**src/qbs_pkg.sv**
```systemverilog
package qbs_pkg;

   // Path geometry and coordinate format
   localparam int SEGMENTS    = 3;
   localparam int COORD_WIDTH = 32;

   // Control points after end reflection need two extra bits
   localparam int QW   = COORD_WIDTH + 2;
   localparam int KW   = (SEGMENTS > 1) ? $clog2(SEGMENTS) : 1;
   localparam int DEN  = 2 * SEGMENTS * SEGMENTS;
   localparam int HALF = SEGMENTS * SEGMENTS;
   localparam int CW   = $clog2(DEN + 1);

   // Rounded numerator magnitude, with slack for the rounding offset
   localparam int MW   = COORD_WIDTH + 6 + $clog2(HALF);
   localparam int NW   = MW + 1;
   localparam int LO_W = (MW + 1) / 2;
   localparam int HI_W = MW - LO_W;

   // Reciprocal of the denominator, truncated; one correction step follows
   localparam logic [MW-1:0]   RECIP    = MW'((64'd1 << MW) / 64'(DEN));
   localparam logic [HI_W-1:0] RECIP_HI = RECIP[MW-1:LO_W];
   localparam logic [LO_W-1:0] RECIP_LO = RECIP[LO_W-1:0];

   // Saturation bounds as magnitudes
   localparam logic [MW-1:0] SAT_POS = MW'((64'd1 << (COORD_WIDTH - 1)) - 64'd1);
   localparam logic [MW-1:0] SAT_NEG = MW'(64'd1 << (COORD_WIDTH - 1));

   typedef struct packed {
      logic signed [QW-1:0] q0;
      logic signed [QW-1:0] q1;
      logic signed [QW-1:0] q2;
   } triple_type;

   // One result to evaluate: control triples per axis, sample index, end flag
   typedef struct packed {
      triple_type    tx;
      triple_type    ty;
      logic [KW-1:0] k;
      logic          last;
   } step_type;

   // Load enables of the evaluation stages
   typedef struct packed {
      logic s1;
      logic s2;
      logic s3;
      logic s4;
   } pipe_en_type;

   // Weight of the slope term: 2*S*k
   function automatic logic [CW-1:0] coef_lin(input logic [KW-1:0] k);
      coef_lin = CW'(2 * SEGMENTS) * CW'(k);
   endfunction

   // Weight of the curvature term: k*k
   function automatic logic [CW-1:0] coef_crv(input logic [KW-1:0] k);
      coef_crv = CW'(k) * CW'(k);
   endfunction

endpackage

```
**src/qbs_req_if.sv**
```systemverilog
interface qbs_req_if;
   import qbs_pkg::*;

   logic                          valid;
   logic                          ready;
   logic signed [COORD_WIDTH-1:0] point_x;
   logic signed [COORD_WIDTH-1:0] point_y;
   logic                          final_point;

   modport source (output valid, output point_x, output point_y, output final_point,
                   input ready);
   modport sink   (input valid, input point_x, input point_y, input final_point,
                   output ready);
endinterface

```
**src/qbs_seq.sv**
```systemverilog
module qbs_seq (
   input  logic               clock,
   input  logic               reset,
   qbs_req_if.sink            req,
   output qbs_pkg::step_type  step,
   output logic               step_valid,
   input  logic               step_ready
);
   import qbs_pkg::*;

   localparam logic [1:0] SEEN_NONE = 2'd0;
   localparam logic [1:0] SEEN_ONE  = 2'd1;
   localparam logic [1:0] SEEN_TWO  = 2'd2;

   // Pending work of the current item, done lowest bit first
   localparam int JOB_W = 4;
   localparam logic [JOB_W-1:0] JOB_NONE  = 4'b0000;
   localparam logic [JOB_W-1:0] JOB_SEG1  = 4'b0001;
   localparam logic [JOB_W-1:0] JOB_SEG2  = 4'b0010;
   localparam logic [JOB_W-1:0] JOB_NEWER = 4'b0100;
   localparam logic [JOB_W-1:0] JOB_CUR   = 4'b1000;

   localparam logic [KW-1:0] K_LAST = KW'(SEGMENTS - 1);

   // Path history
   logic signed [COORD_WIDTH-1:0] older_x_ff, older_x_in, older_y_ff, older_y_in;
   logic signed [COORD_WIDTH-1:0] newer_x_ff, newer_x_in, newer_y_ff, newer_y_in;
   logic [1:0]                    seen_ff, seen_in;

   // Job: q0 q1 q2 form the first segment, q1 q2 q3 the closing one
   logic signed [QW-1:0] qx_ff [4];
   logic signed [QW-1:0] qx_in [4];
   logic signed [QW-1:0] qy_ff [4];
   logic signed [QW-1:0] qy_in [4];
   logic [JOB_W-1:0]     pend_ff, pend_in;
   logic [KW-1:0]        k_ff, k_in;

   logic                 accept, take, step_done, in_seg;
   logic [JOB_W-1:0]     cur_bit, rest;
   logic signed [QW-1:0] xe, ye, nxe, nye;

   // Step issue
   always_comb begin
      cur_bit    = pend_ff & (~pend_ff + 1'b1);
      rest       = pend_ff & ~cur_bit;
      in_seg     = |(cur_bit & (JOB_SEG1 | JOB_SEG2));
      step_valid = (pend_ff != JOB_NONE);
      take       = step_valid && step_ready;
      step_done  = take && (!in_seg || (k_ff == K_LAST));
      req.ready  = !step_valid || (step_done && (rest == JOB_NONE));
      accept     = req.valid && req.ready;

      step.k    = k_ff;
      step.last = 1'b0;
      if ((cur_bit & JOB_SEG2) != JOB_NONE) begin
         step.tx = '{q0: qx_ff[1], q1: qx_ff[2], q2: qx_ff[3]};
         step.ty = '{q0: qy_ff[1], q1: qy_ff[2], q2: qy_ff[3]};
      end else if ((cur_bit & JOB_NEWER) != JOB_NONE) begin
         step.tx = '{q0: qx_ff[1], q1: qx_ff[1], q2: qx_ff[1]};
         step.ty = '{q0: qy_ff[1], q1: qy_ff[1], q2: qy_ff[1]};
         step.k  = '0;
      end else if ((cur_bit & JOB_CUR) != JOB_NONE) begin
         step.tx   = '{q0: qx_ff[2], q1: qx_ff[2], q2: qx_ff[2]};
         step.ty   = '{q0: qy_ff[2], q1: qy_ff[2], q2: qy_ff[2]};
         step.k    = '0;
         step.last = 1'b1;
      end else begin
         step.tx = '{q0: qx_ff[0], q1: qx_ff[1], q2: qx_ff[2]};
         step.ty = '{q0: qy_ff[0], q1: qy_ff[1], q2: qy_ff[2]};
      end
   end

   // Next job and path history
   always_comb begin
      xe  = QW'(req.point_x);
      ye  = QW'(req.point_y);
      nxe = QW'(newer_x_ff);
      nye = QW'(newer_y_ff);

      older_x_in = older_x_ff;
      older_y_in = older_y_ff;
      newer_x_in = newer_x_ff;
      newer_y_in = newer_y_ff;
      seen_in    = seen_ff;
      qx_in      = qx_ff;
      qy_in      = qy_ff;
      pend_in    = pend_ff;
      k_in       = k_ff;

      if (step_done) begin
         pend_in = rest;
         k_in    = '0;
      end else if (take) begin
         k_in = k_ff + 1'b1;
      end

      if (accept) begin
         // Reflected front point for the second point, else the point two back
         qx_in[0] = (seen_ff == SEEN_ONE) ? (nxe + nxe - xe) : QW'(older_x_ff);
         qy_in[0] = (seen_ff == SEEN_ONE) ? (nye + nye - ye) : QW'(older_y_ff);
         qx_in[1] = nxe;
         qy_in[1] = nye;
         qx_in[2] = xe;
         qy_in[2] = ye;
         qx_in[3] = xe + xe - nxe;
         qy_in[3] = ye + ye - nye;
         k_in     = '0;
         case (seen_ff)
            SEEN_NONE: begin
               pend_in = req.final_point ? JOB_CUR : JOB_NONE;
            end
            SEEN_ONE: begin
               pend_in = req.final_point ? (JOB_NEWER | JOB_CUR) : JOB_SEG1;
            end
            default: begin
               pend_in = req.final_point ? (JOB_SEG1 | JOB_SEG2 | JOB_CUR) : JOB_SEG1;
            end
         endcase
         if (req.final_point) begin
            seen_in = SEEN_NONE;
         end else begin
            older_x_in = newer_x_ff;
            older_y_in = newer_y_ff;
            newer_x_in = req.point_x;
            newer_y_in = req.point_y;
            seen_in    = (seen_ff == SEEN_NONE) ? SEEN_ONE : SEEN_TWO;
         end
      end
   end

   always_ff @(posedge clock) begin
      if (reset) begin
         seen_ff <= SEEN_NONE;
         pend_ff <= JOB_NONE;
         k_ff    <= '0;
      end else begin
         seen_ff <= seen_in;
         pend_ff <= pend_in;
         k_ff    <= k_in;
      end
   end

   always_ff @(posedge clock) begin
      older_x_ff <= older_x_in;
      older_y_ff <= older_y_in;
      newer_x_ff <= newer_x_in;
      newer_y_ff <= newer_y_in;
      qx_ff      <= qx_in;
      qy_ff      <= qy_in;
   end

`ifndef NO_ASSERTIONS
   a_final_resets: assert property (@(posedge clock) disable iff (reset)
      accept && req.final_point |=> seen_ff == SEEN_NONE)
      else $error("path history not cleared after final point");
   a_first_no_job: assert property (@(posedge clock) disable iff (reset)
      accept && !req.final_point && seen_ff == SEEN_NONE |=> pend_ff == JOB_NONE)
      else $error("first point started a job");
   a_k_range: assert property (@(posedge clock) disable iff (reset)
      k_ff <= K_LAST)
      else $error("sample index out of range");
   a_seen_range: assert property (@(posedge clock) disable iff (reset)
      seen_ff != 2'd3)
      else $error("point count past saturation");
   a_stall_holds: assert property (@(posedge clock) disable iff (reset)
      step_valid && !step_ready |=> step_valid && $stable(k_ff) && $stable(pend_ff))
      else $error("job advanced while stalled");
`endif

endmodule

```
**src/flat_wrapper.sv**
```systemverilog
// flat-port wrapper written by rule: the top's interface ports become plain ports
module qbs_seq_flat import qbs_pkg::*;
  (clock, reset, step, step_valid, step_ready, req_valid, req_point_x, req_point_y, req_final_point, req_ready);
  qbs_req_if req_i ();
  input  logic clock;
  input  logic reset;
  output qbs_pkg::step_type step;
  output logic step_valid;
  input  logic step_ready;
  input wire logic [$bits(req_i.valid)-1:0] req_valid;
  input wire logic [$bits(req_i.point_x)-1:0] req_point_x;
  input wire logic [$bits(req_i.point_y)-1:0] req_point_y;
  input wire logic [$bits(req_i.final_point)-1:0] req_final_point;
  output wire logic [$bits(req_i.ready)-1:0] req_ready;
  assign req_i.valid = req_valid;
  assign req_i.point_x = req_point_x;
  assign req_i.point_y = req_point_y;
  assign req_i.final_point = req_final_point;
  assign req_ready = req_i.ready;
  qbs_seq u_core (.clock(clock), .reset(reset), .req(req_i), .step(step), .step_valid(step_valid), .step_ready(step_ready));
endmodule
```
**config.mk**
```make
export PLATFORM = sky130hd
export DESIGN_NAME = qbs_seq_flat
export DESIGN_NICKNAME = d
export VERILOG_FILES = /design/src/qbs_pkg.sv /design/src/qbs_req_if.sv /design/src/qbs_seq.sv /design/src/flat_wrapper.sv
export SDC_FILE = /design/constraint.sdc
export NUM_CORES = 1
export LEC_CHECK = 0
export ABC_AREA = 1
export BUFFER_PORTS_ARGS = -buffer_cell sky130_fd_sc_hd__buf_2
export CORE_MARGIN = 8
export CORE_UTILIZATION = 39
export CTS_CLUSTER_DIAMETER = 60
export DETAILED_ROUTE_END_ITERATION = 16
export PLACE_DENSITY_LB_ADDON = 0.12
export SETUP_SLACK_MARGIN = 0.1
export SLEW_MARGIN = 30
export SYNTH_ARGS = -nofsm -noshare
export SYNTH_HDL_FRONTEND = slang
export SYNTH_SLANG_ARGS = --single-unit
```
**constraint.sdc**
```tcl
create_clock -name clock -period 6.2 [get_ports clock]
set_input_delay 0.93 -clock clock [delete_from_list [all_inputs] [get_ports clock]]
set_output_delay 0.93 -clock clock [all_outputs]
set_load 0.01 [all_outputs]
```
## Yosys cells after proc, flatten, opt, wreduce, memory -nomap -nowiden

Cells that the tools add are included.
Widths: inputs -> output; s select.

- Register bits after elaboration: 400
- Bits of input ports: 69
- Output and inout port bits: 209

- Add/sub/neg operators: 10
- Eq/ne operators: 2
- Mux-type cells: 16
- Bitwise operators: 5
- Reduce and logical (&&, ||, !) cells: 15

Operator list:

| cell | count |
|---|---|
| $mux 204 | 2 |
| $mux 206 | 1 |
| $sub 33x32->34 | 4 |
| $add 32x32->33 | 4 |
| $mux 34 | 2 |
| $mux 4 | 5 |
| $and 4x4->4 | 2 |
| $not 4->4 | 2 |
| $pmux 4 s2 | 1 |
| $mux 3 | 2 |
| $add 4x1->4 const B | 1 |
| $logic_and 1x1->1 | 4 |
| $logic_not 4->1 | 1 |
| $mux 2 | 2 |
| $reduce_bool 4->1 | 1 |
| $reduce_or 3->1 | 1 |
| $add 2x1->2 const B | 1 |
| $eq 2x1->1 const B | 1 |
| $eq 2x2->1 const B | 1 |
| $logic_not 1->1 | 2 |
| $logic_not 2->1 | 1 |
| $logic_or 1x1->1 | 2 |
| $reduce_and 2->1 | 1 |
| $reduce_bool 2->1 | 1 |
| 3 further kinds | 3 |

## Depth between registers and ports, before layout

Gate-level depths: netlist of run 1.

- Depth in word-level cells: 11
- Gate-level depth with buffers: 15
- Mapped depth without buffers: 15

## Worst setup path after synthesis of run 1

No wires, ideal clock.

- Path kind: input to register
- Start point: in step_ready
- End point: reg u_core.newer_x_ff[0] (enable)
- Arrival: 4.608 ns
- Path slack: 1.167 ns
- Cell stages on the path: 8
- Buffers on the path: 0
- Cells stage by stage: nand2_2 -> nor2_2 -> nand2_2 -> nand2_4 -> nand2_4 -> inv_4 -> nand2_2 -> inv_2

- Word-level cells in the longest chain between the ends: 6

Ends and longest elaborated chain:

| item | RTL line | source |
|---|---|---|
| start, declared | flat_wrapper.sv:9 | `input logic step_ready;` |
| $logic_and 1x1->1 | qbs_seq.sv:48 | `take = step_valid && step_ready;` |
| $logic_and 1x1->1 | qbs_seq.sv:49 | `step_done = take && (!in_seg \|\| (k_ff == K_LAST));` |
| $logic_and 1x1->1 | qbs_seq.sv:50 | `req.ready = !step_valid \|\| (step_done && (rest == JOB_NONE));` |
| $logic_or 1x1->1 | qbs_seq.sv:50 |  |
| named net req_ready | flat_wrapper.sv:14 | `output wire logic [$bits(req_i.ready)-1:0] req_ready;` |
| $logic_and 1x1->1 | qbs_seq.sv:51 | `accept = req.valid && req.ready;` |
| named net u_core.accept | qbs_seq.sv:38 | `logic accept, take, step_done, in_seg;` |
| $reduce_and 2->1 (no source line) | n/a |  |
| end signal, assigned | qbs_seq.sv:146 | `newer_x_ff <= newer_x_in;` |
| end, declared | qbs_seq.sv:27 | `logic signed [COORD_WIDTH-1:0] newer_x_ff, newer_x_in, newer_y_ff, newer_y_in;` |

The timed path passes the listed nets, and every way through them passes these cells.
A chain may end at the register's enable or synchronous reset.

==> out/metrics.cfg, run 1 <==
[run_status]
outcome = complete, no violations

[yosys]
synthesis.yosys.warnings = 0
yosys.area.top_type = edfxtp_1
yosys_register_bits = 398
synth-seq-area-share_pct = 46.39
yosysUniqueCellTypes = 43
synth_largest_type_area_fraction_pct = 45.77
synth_fp_nets = 3492
async_flop_share_pct = 0
synth_flop_cell = edfxtp_1
synth.top_cells.by_area = edfxtp_1 46%, nand2_1 16%, inv_1 6.5%
synth_edf_count = 390
synthesis.instances = 3290
post_synth_instance_area_sq_um = 25590
synth_area_per_cell_sq_um = 7.778

[cells_and_area]
mostFrequentLayoutCells = 1,078 x nand2_1, 446 x inv_1, 390 x edfxtp_1
count_of_inserted_antenna_diode_cells = 0
n_fill_cell = 6780
final-instance-count-excl-fill = 4451
post_route_cells_drive_above_1_share_pct = 11.43
area_delta_synth_final_pct = 14.95
mostFrequentLayoutCell = nand2_1
final_net_count = 3750

[detailed_routing]
drc_errors = 0
postRouteWirelength_um = 85260
dr.pass1.iters = 6
route.detailed.vias_per_inst = 5.049
vias = 22470
antenna_violating_nets_post_route = 0
wl_per_cell_um = 19.16
drtIter0Drc = 1831

[clock_tree]
cts.reportedPaths.clkPinSlew_ns = 0.06
post_cts_resize_count = 0
cts.repair_timing.setup_buffer_count = 0
cts_max_level = 2
insertion_delay_ns = 0.59
clock_net_sink_count = 398
cts-buffers-inserted = 48
ctsRootBufferMaster = clkbuf_16
holdBufCountCts = 0
tritoncts = done
clock_path_buffers = 3

[global_routing]
grt_first_pass_wirelength_um = 128700
globalRouteOverflowTotal = 0
pin_count_of_the_biggest_net_entering_global_routing = 132
grt_pass1_vias = 21130
grt.total_usage_pct = 22.17
initial_antenna_violation_count = 0

[placed_design]
placed_cells = 4361
place.port_buffers = 277
gp_routability_congestion = 0.9251
dpl.hpwl_um = 65500

[floorplanning]
die_w_um = 272.2
dieHeight_um = 272.2
row_cnt = 94
initial_core_util_pct = 39.13
area_of_the_die_sq_um = 74070
top_level_ports = 278
placeableCoreArea_sq_um = 65390

[power_and_ir_drop]
power_density_nw_per_um2 = 280.1
vdd_drop_max_mv = 0.2086
leakage_nw = 13.81

[timing]
final.setup.tns_ns = 0
setup_viol = 0
highest_clock_frequency_the_design_can_meet_mhz = 221.4
rsz0062_at_grt = no
timing.final.crit_period_ns = 4.517
clock_skew_ns = 0.01666
timing.final.max_slew_violations = 0
finalHoldViolCount = 0
finalHoldWorstSlack_ns = 0.4688
max_slew_margin_pct = 36.25
slew_at_the_pin_closest_to_its_max_slew_limit_ns = 0.9563
period_share_pct = 72.86

[setup_path]
worst-endpoint-required_ns = 5.27
timing.critical_path.arrival_ns = 3.59
cp-start-kind = register
critical_path_class = register to output pin
critPathCaptureType = output pin
critical_path_peak_fanout = 44

[worst_hold_path]
hold_path.class = register to register

[run]
max_cap_violations = 0

[per-stage QoR]
step	power (mW)	area [sq um]	setup slack [ns]	utilization (%)
3_5_place_dp	5.530	27850	2.368	42.58
6_report	8.238	29410	1.683	44.98
2_1_floorplan	4.758	25590	1.167	-
5_1_grt	8.654	29410	1.439	44.98
3_3_place_gp	5.531	27820	2.371	42.54
4_1_cts	8.317	29390	1.740	44.94
[state kept, by name, indices dropped and copies added (netlist names)]
register / cells
u_core.qy_ff: 131
u_core.pend_ff: 4
u_core.seen_ff: 2
u_core.newer_y_ff: 32
u_core.qx_ff: 131
u_core.newer_x_ff: 32
u_core.older_x_ff: 32
u_core.older_y_ff: 32
u_core.k_ff: 2
[layout make-up]
| cell class | instances | area [sq um] | area share, % |
|---|---|---|---|
| inverters | 453 | 1719 | 5.845 |
| repair buffers | 295 | 1559 | 5.300 |
| multi-input cells | 2352 | 11640 | 39.57 |
| clock buffers | 61 | 1301 | 4.424 |
| flip-flops and latches | 398 | 11870 | 40.36 |
| clock inverters | 28 | 244.0 | 0.8295 |
| well taps | 864 | 1081 | 3.675 |
[cells in the mapped netlist (32+ instances only)]
library cell / n
nand2_1: 1081
inv_1: 446
edfxtp_1: 390
nor2_1: 339
a21oi_1: 205
nand3_1: 143
ha_1: 129
o21ai_0: 122
a31oi_1: 69
o21ai_1: 52
xor2_1: 40
buf_2: 37
nor3_1: 32
[path summary, 6_finish.rpt]
kind,from,to,slack [ns],cells past startpoint
hold / removal,u_core.k_ff[0],u_core.k_ff[0],0.47,2
setup / recovery,u_core.pend_ff[1],step[138],1.68,6
setup reg to reg,u_core.pend_ff[1],u_core.older_y_ff[31],2.77,11
hold reg to reg,u_core.k_ff[0],u_core.k_ff[0],0.47,2
[power by group]
part / switching, mW / leakage [nW] / internal (mW) / total, mW
clock network: 1.17 / 0.755 / 1.59 / 2.76
registers: 0.137 / 3.78 / 3.31 / 3.45
logic: 1.38 / 9.27 / 0.647 / 2.02
[kinds of logic (layout without fill, tap and decap cells)]
family	after synthesis	in the layout	synth area share [%]
AND/OR/NAND/NOR	1652	1652	25.75
flip-flops	398	398	46.39
buffers and inverters	540	837	8.317
AO/OA/AOI/OAI	503	503	10.73
XOR/XNOR	64	64	2.191
adder cells (fa/ha/maj)	133	133	6.620
[worst max-delay path, stage by stage, from the launching register on]
cell and delay (ns):
dfxtp_1 0.67, nor2_4 0.12, nand2_4 0.38, clkinv_2 0.85, o211ai_1 0.60, nand2_1 0.12, buf_2 0.16
[layer usage]
metal	part of all wire, %	wire (um)	global-route usage (%)
met5	0	0	0
met1	50	42700	33.50
met4	1.3	1144	3.826
met2	43	36850	33.93
met3	5.4	4571	3.061
Note: power is estimated with default switching activity, not from simulation.
==> inputs of run 2 (changes only) <==
==> constraint.sdc (replaced) <==
create_clock -name clock -period 4.69 [get_ports clock]
set_input_delay 0.7035 -clock clock [delete_from_list [all_inputs] [get_ports clock]]
set_output_delay 0.7035 -clock clock [all_outputs]
set_load 0.01 [all_outputs]
==> out/metrics.cfg, run 2 (synthesis results as in run 1) <==
[floorplanning]
area_of_the_die_sq_um = 74070  ; unchanged
dieHeight_um = 272.2  ; unchanged
placeableCoreArea_sq_um = 65390  ; unchanged
row_cnt = 94  ; unchanged
initial_core_util_pct = 39.13  ; unchanged
die_w_um = 272.2  ; unchanged
top_level_ports = 278  ; unchanged

[detailed_routing]
antenna_violating_nets_post_route = 0  ; unchanged
route.detailed.vias_per_inst = 5.043  ; was 5.049
wl_per_cell_um = 19.11  ; was 19.16 um
dr.pass1.iters = 5  ; was 6
drc_errors = 0  ; unchanged
vias = 22440  ; was 22,470
postRouteWirelength_um = 85020  ; was 85,260 um
drtIter0Drc = 1836  ; was 1,831

[placed_design]
place.port_buffers = 277  ; unchanged
placed_cells = 4360  ; was 4,361
dpl_cell_area_sq_um = 27880  ; was 27,850 sq um
dpl.hpwl_um = 64980  ; was 65,500 um
gp_routability_congestion = 0.9333  ; was 0.9251

[setup_path]
slowest_delay_ns = 0.74  ; was 0.85 ns
critical_path_peak_fanout = 72  ; was 44
critPathCaptureType = output pin  ; unchanged
worstPathCellList = inv_2 -> nand2_4 -> buf_4 -> nor2_1 -> a31oi_1 -> buf_2  ; was nor2_4 -> nand2_4 -> clkinv_2 -> o211ai_1 -> nand2_1 -> buf_2
timing.critical_path.arrival_ns = 3.30  ; was 3.59 ns
cp-start-kind = register  ; unchanged
reg2reg_slack_ns = 1.47  ; was 2.77 ns
critical_path_class = register to output pin  ; unchanged
worstPathBufferInverterCount = 3  ; was 2
cp_slowest_cell = buf_4  ; was clkinv_2
timing.rr.start = u_core.pend_ff[1]  ; unchanged
worst-endpoint-required_ns = 3.99  ; was 5.27 ns
timing.reg2reg.worst_path_depth = 11  ; unchanged
timing.critical_path.max_delay_family = buffers and inverters  ; unchanged
timing.rr.end = u_core.older_x_ff[22]  ; was u_core.older_y_ff[31]

[clock_tree]
tritoncts = done  ; unchanged
post_cts_resize_count = 0  ; unchanged
cts.reportedPaths.clkPinSlew_ns = 0.06  ; about the same
cts.repair_timing.setup_buffer_count = 0  ; unchanged
cts-buffers-inserted = 48  ; unchanged
insertion_delay_ns = 0.59  ; about the same
holdBufCountCts = 0  ; unchanged
clock_path_buffers = 3  ; unchanged
cts_max_level = 2  ; unchanged
clock_net_sink_count = 398  ; unchanged
ctsRootBufferMaster = clkbuf_16  ; unchanged

[run_status]
outcome = complete, no violations  ; unchanged

[timing]
slew_at_the_pin_closest_to_its_max_slew_limit_ns = 0.9166  ; was 0.9563 ns
finalHoldViolCount = 0  ; unchanged
timing.final.crit_period_ns = 4.007
setup_viol = 0  ; unchanged
period_share_pct = 85.43
highest_clock_frequency_the_design_can_meet_mhz = 249.6
clock_skew_ns = 0.01857  ; was 0.01666 ns
timing.final.max_slew_violations = 0  ; unchanged
final.setup.tns_ns = 0  ; unchanged
rsz0062_at_grt = no  ; unchanged
max_slew_margin_pct = 38.89  ; was 36.25%

[worst_hold_path]
hold_path_end = u_core.seen_ff[0]  ; was u_core.k_ff[0]
hold_path_startpoint = reset  ; was u_core.k_ff[0]
whs_path_depth = 2  ; unchanged
hold_path.class = input port to register  ; was register to register

[cells_and_area]
mostFrequentLayoutCells = 1,078 x nand2_1, 446 x inv_1, 390 x edfxtp_1  ; unchanged
post_route_cells_drive_above_1_share_pct = 11.21  ; was 11.43%
final_net_count = 3748  ; was 3,750
mostFrequentLayoutCell = nand2_1  ; unchanged
final-instance-count-excl-fill = 4450  ; was 4,451
top_regs = u_core.qx_ff: 131 flops, u_core.qy_ff: 131 flops  ; unchanged
n_fill_cell = 6795  ; was 6,780
count_of_inserted_antenna_diode_cells = 0  ; unchanged
final_design_area_no_fill_sq_um = 29400  ; was 29,410 sq um
post-route-util_pct = 44.95  ; was 44.98%
area_delta_synth_final_pct = 14.88  ; was 14.95%

[global_routing]
initial_antenna_violation_count = 0  ; unchanged
globalRouteOverflowTotal = 0  ; unchanged
grt_first_pass_wirelength_um = 128000  ; was 128,700 um
gr-usage-met1_pct = 33.30  ; was 33.50%
grt.total_usage_pct = 22.12  ; was 22.17%
global_route.usage.met3_pct = 3.902  ; was 3.061%
use_met2_pct = 33.38  ; was 33.93%
globalRoute.busiestLayer = met2  ; unchanged
grt_pass1_vias = 21020  ; was 21,130
pin_count_of_the_biggest_net_entering_global_routing = 145  ; was 132

[power_and_ir_drop]
power.switching_mw = 3.509  ; was 2.689 mW
internal-power_mw = 7.331  ; was 5.549 mW
leakage_nw = 13.80  ; was 13.81 nW
p_sw_share_pct = 32.37  ; was 32.64%
vdd_drop_max_mv = 0.2409  ; was 0.2086 mV
seqPwrFrac_pct = 42.1  ; was 41.9%
power.share.combinational_pct = 24.6  ; about the same
p_clk_share_pct = 33.2  ; was 33.5%
power_density_nw_per_um2 = 368.7  ; was 280.1 nW/um^2

[run]
max_cap_violations = 0  ; unchanged

-- run 2: cell types whose count changed in the layout (fill, tap and decap cells not counted), sizes merged --
cell	before	now
bufinv	2	1
buf	295	293
inv	459	460
clkinv	17	9
clkinvlp	3	0
clkbuf	61	73
-- run 2: power groups by stage --
| stage | Sequential (mW) | Combinational, mW | Clock [mW] |
|---|---|---|---|
| after global placement | 4.64 | 2.67 | 0 |
| final | 4.57 | 2.67 | 3.60 |
| after global routing | 4.60 | 2.98 | 3.82 |
| after floorplan | 4.56 | 1.72 | 0 |
| after CTS | 4.57 | 2.68 | 3.70 |
| after detailed placement | 4.64 | 2.67 | 0 |
-- run 2: per-stage QoR --
stage | setup slack (ns) | hold slack (ns) | power, mW
6_report | 0.6834 | 0.3243 | 10.84
5_1_grt | 0.4382 | 0.3045 | 11.40
4_1_cts | 0.6427 | 0.2835 | 10.95
3_5_place_dp | 1.289 | 0.4623 | 7.308
3_3_place_gp | 1.314 | 0.4691 | 7.310
2_1_floorplan | 0.3536 | 0.4429 | 6.285
-- run 2: worst max path at each step --
stage / endpoint / cells past startpoint / slack [ns] / startpoint
2_1_floorplan: u_core.newer_x_ff[0] / 8 / 0.35 / step_ready
3_3_place_gp: step[133] / 6 / 1.31 / u_core.pend_ff[0]
3_5_place_dp: step[133] / 6 / 1.29 / u_core.pend_ff[0]
4_1_cts: step[133] / 6 / 0.64 / u_core.pend_ff[0]
5_1_grt: step[136] / 6 / 0.44 / u_core.pend_ff[0]
6_report: step[135] / 6 / 0.68 / u_core.pend_ff[0]
-- run 2: final cells by class --
class / count / area [sq um] / share of cell area (%)
Sequential cell: 398 / 11870 / 40.38
Timing Repair Buffer: 293 / 1582 / 5.380
Inverter: 453 / 1715 / 5.835
Clock inverter: 17 / 141.4 / 0.4810
Clock buffer: 73 / 1376 / 4.682
Tap cell: 864 / 1081 / 3.677
Multi-Input combinational cell: 2352 / 11630 / 39.56
-- run 2: layer usage --
layer	vias up	part of all wire, %
li1	11310	-
met1	10420	49
met2	644	43
met3	73	6.6
met4	0	1.3
met5	-	0
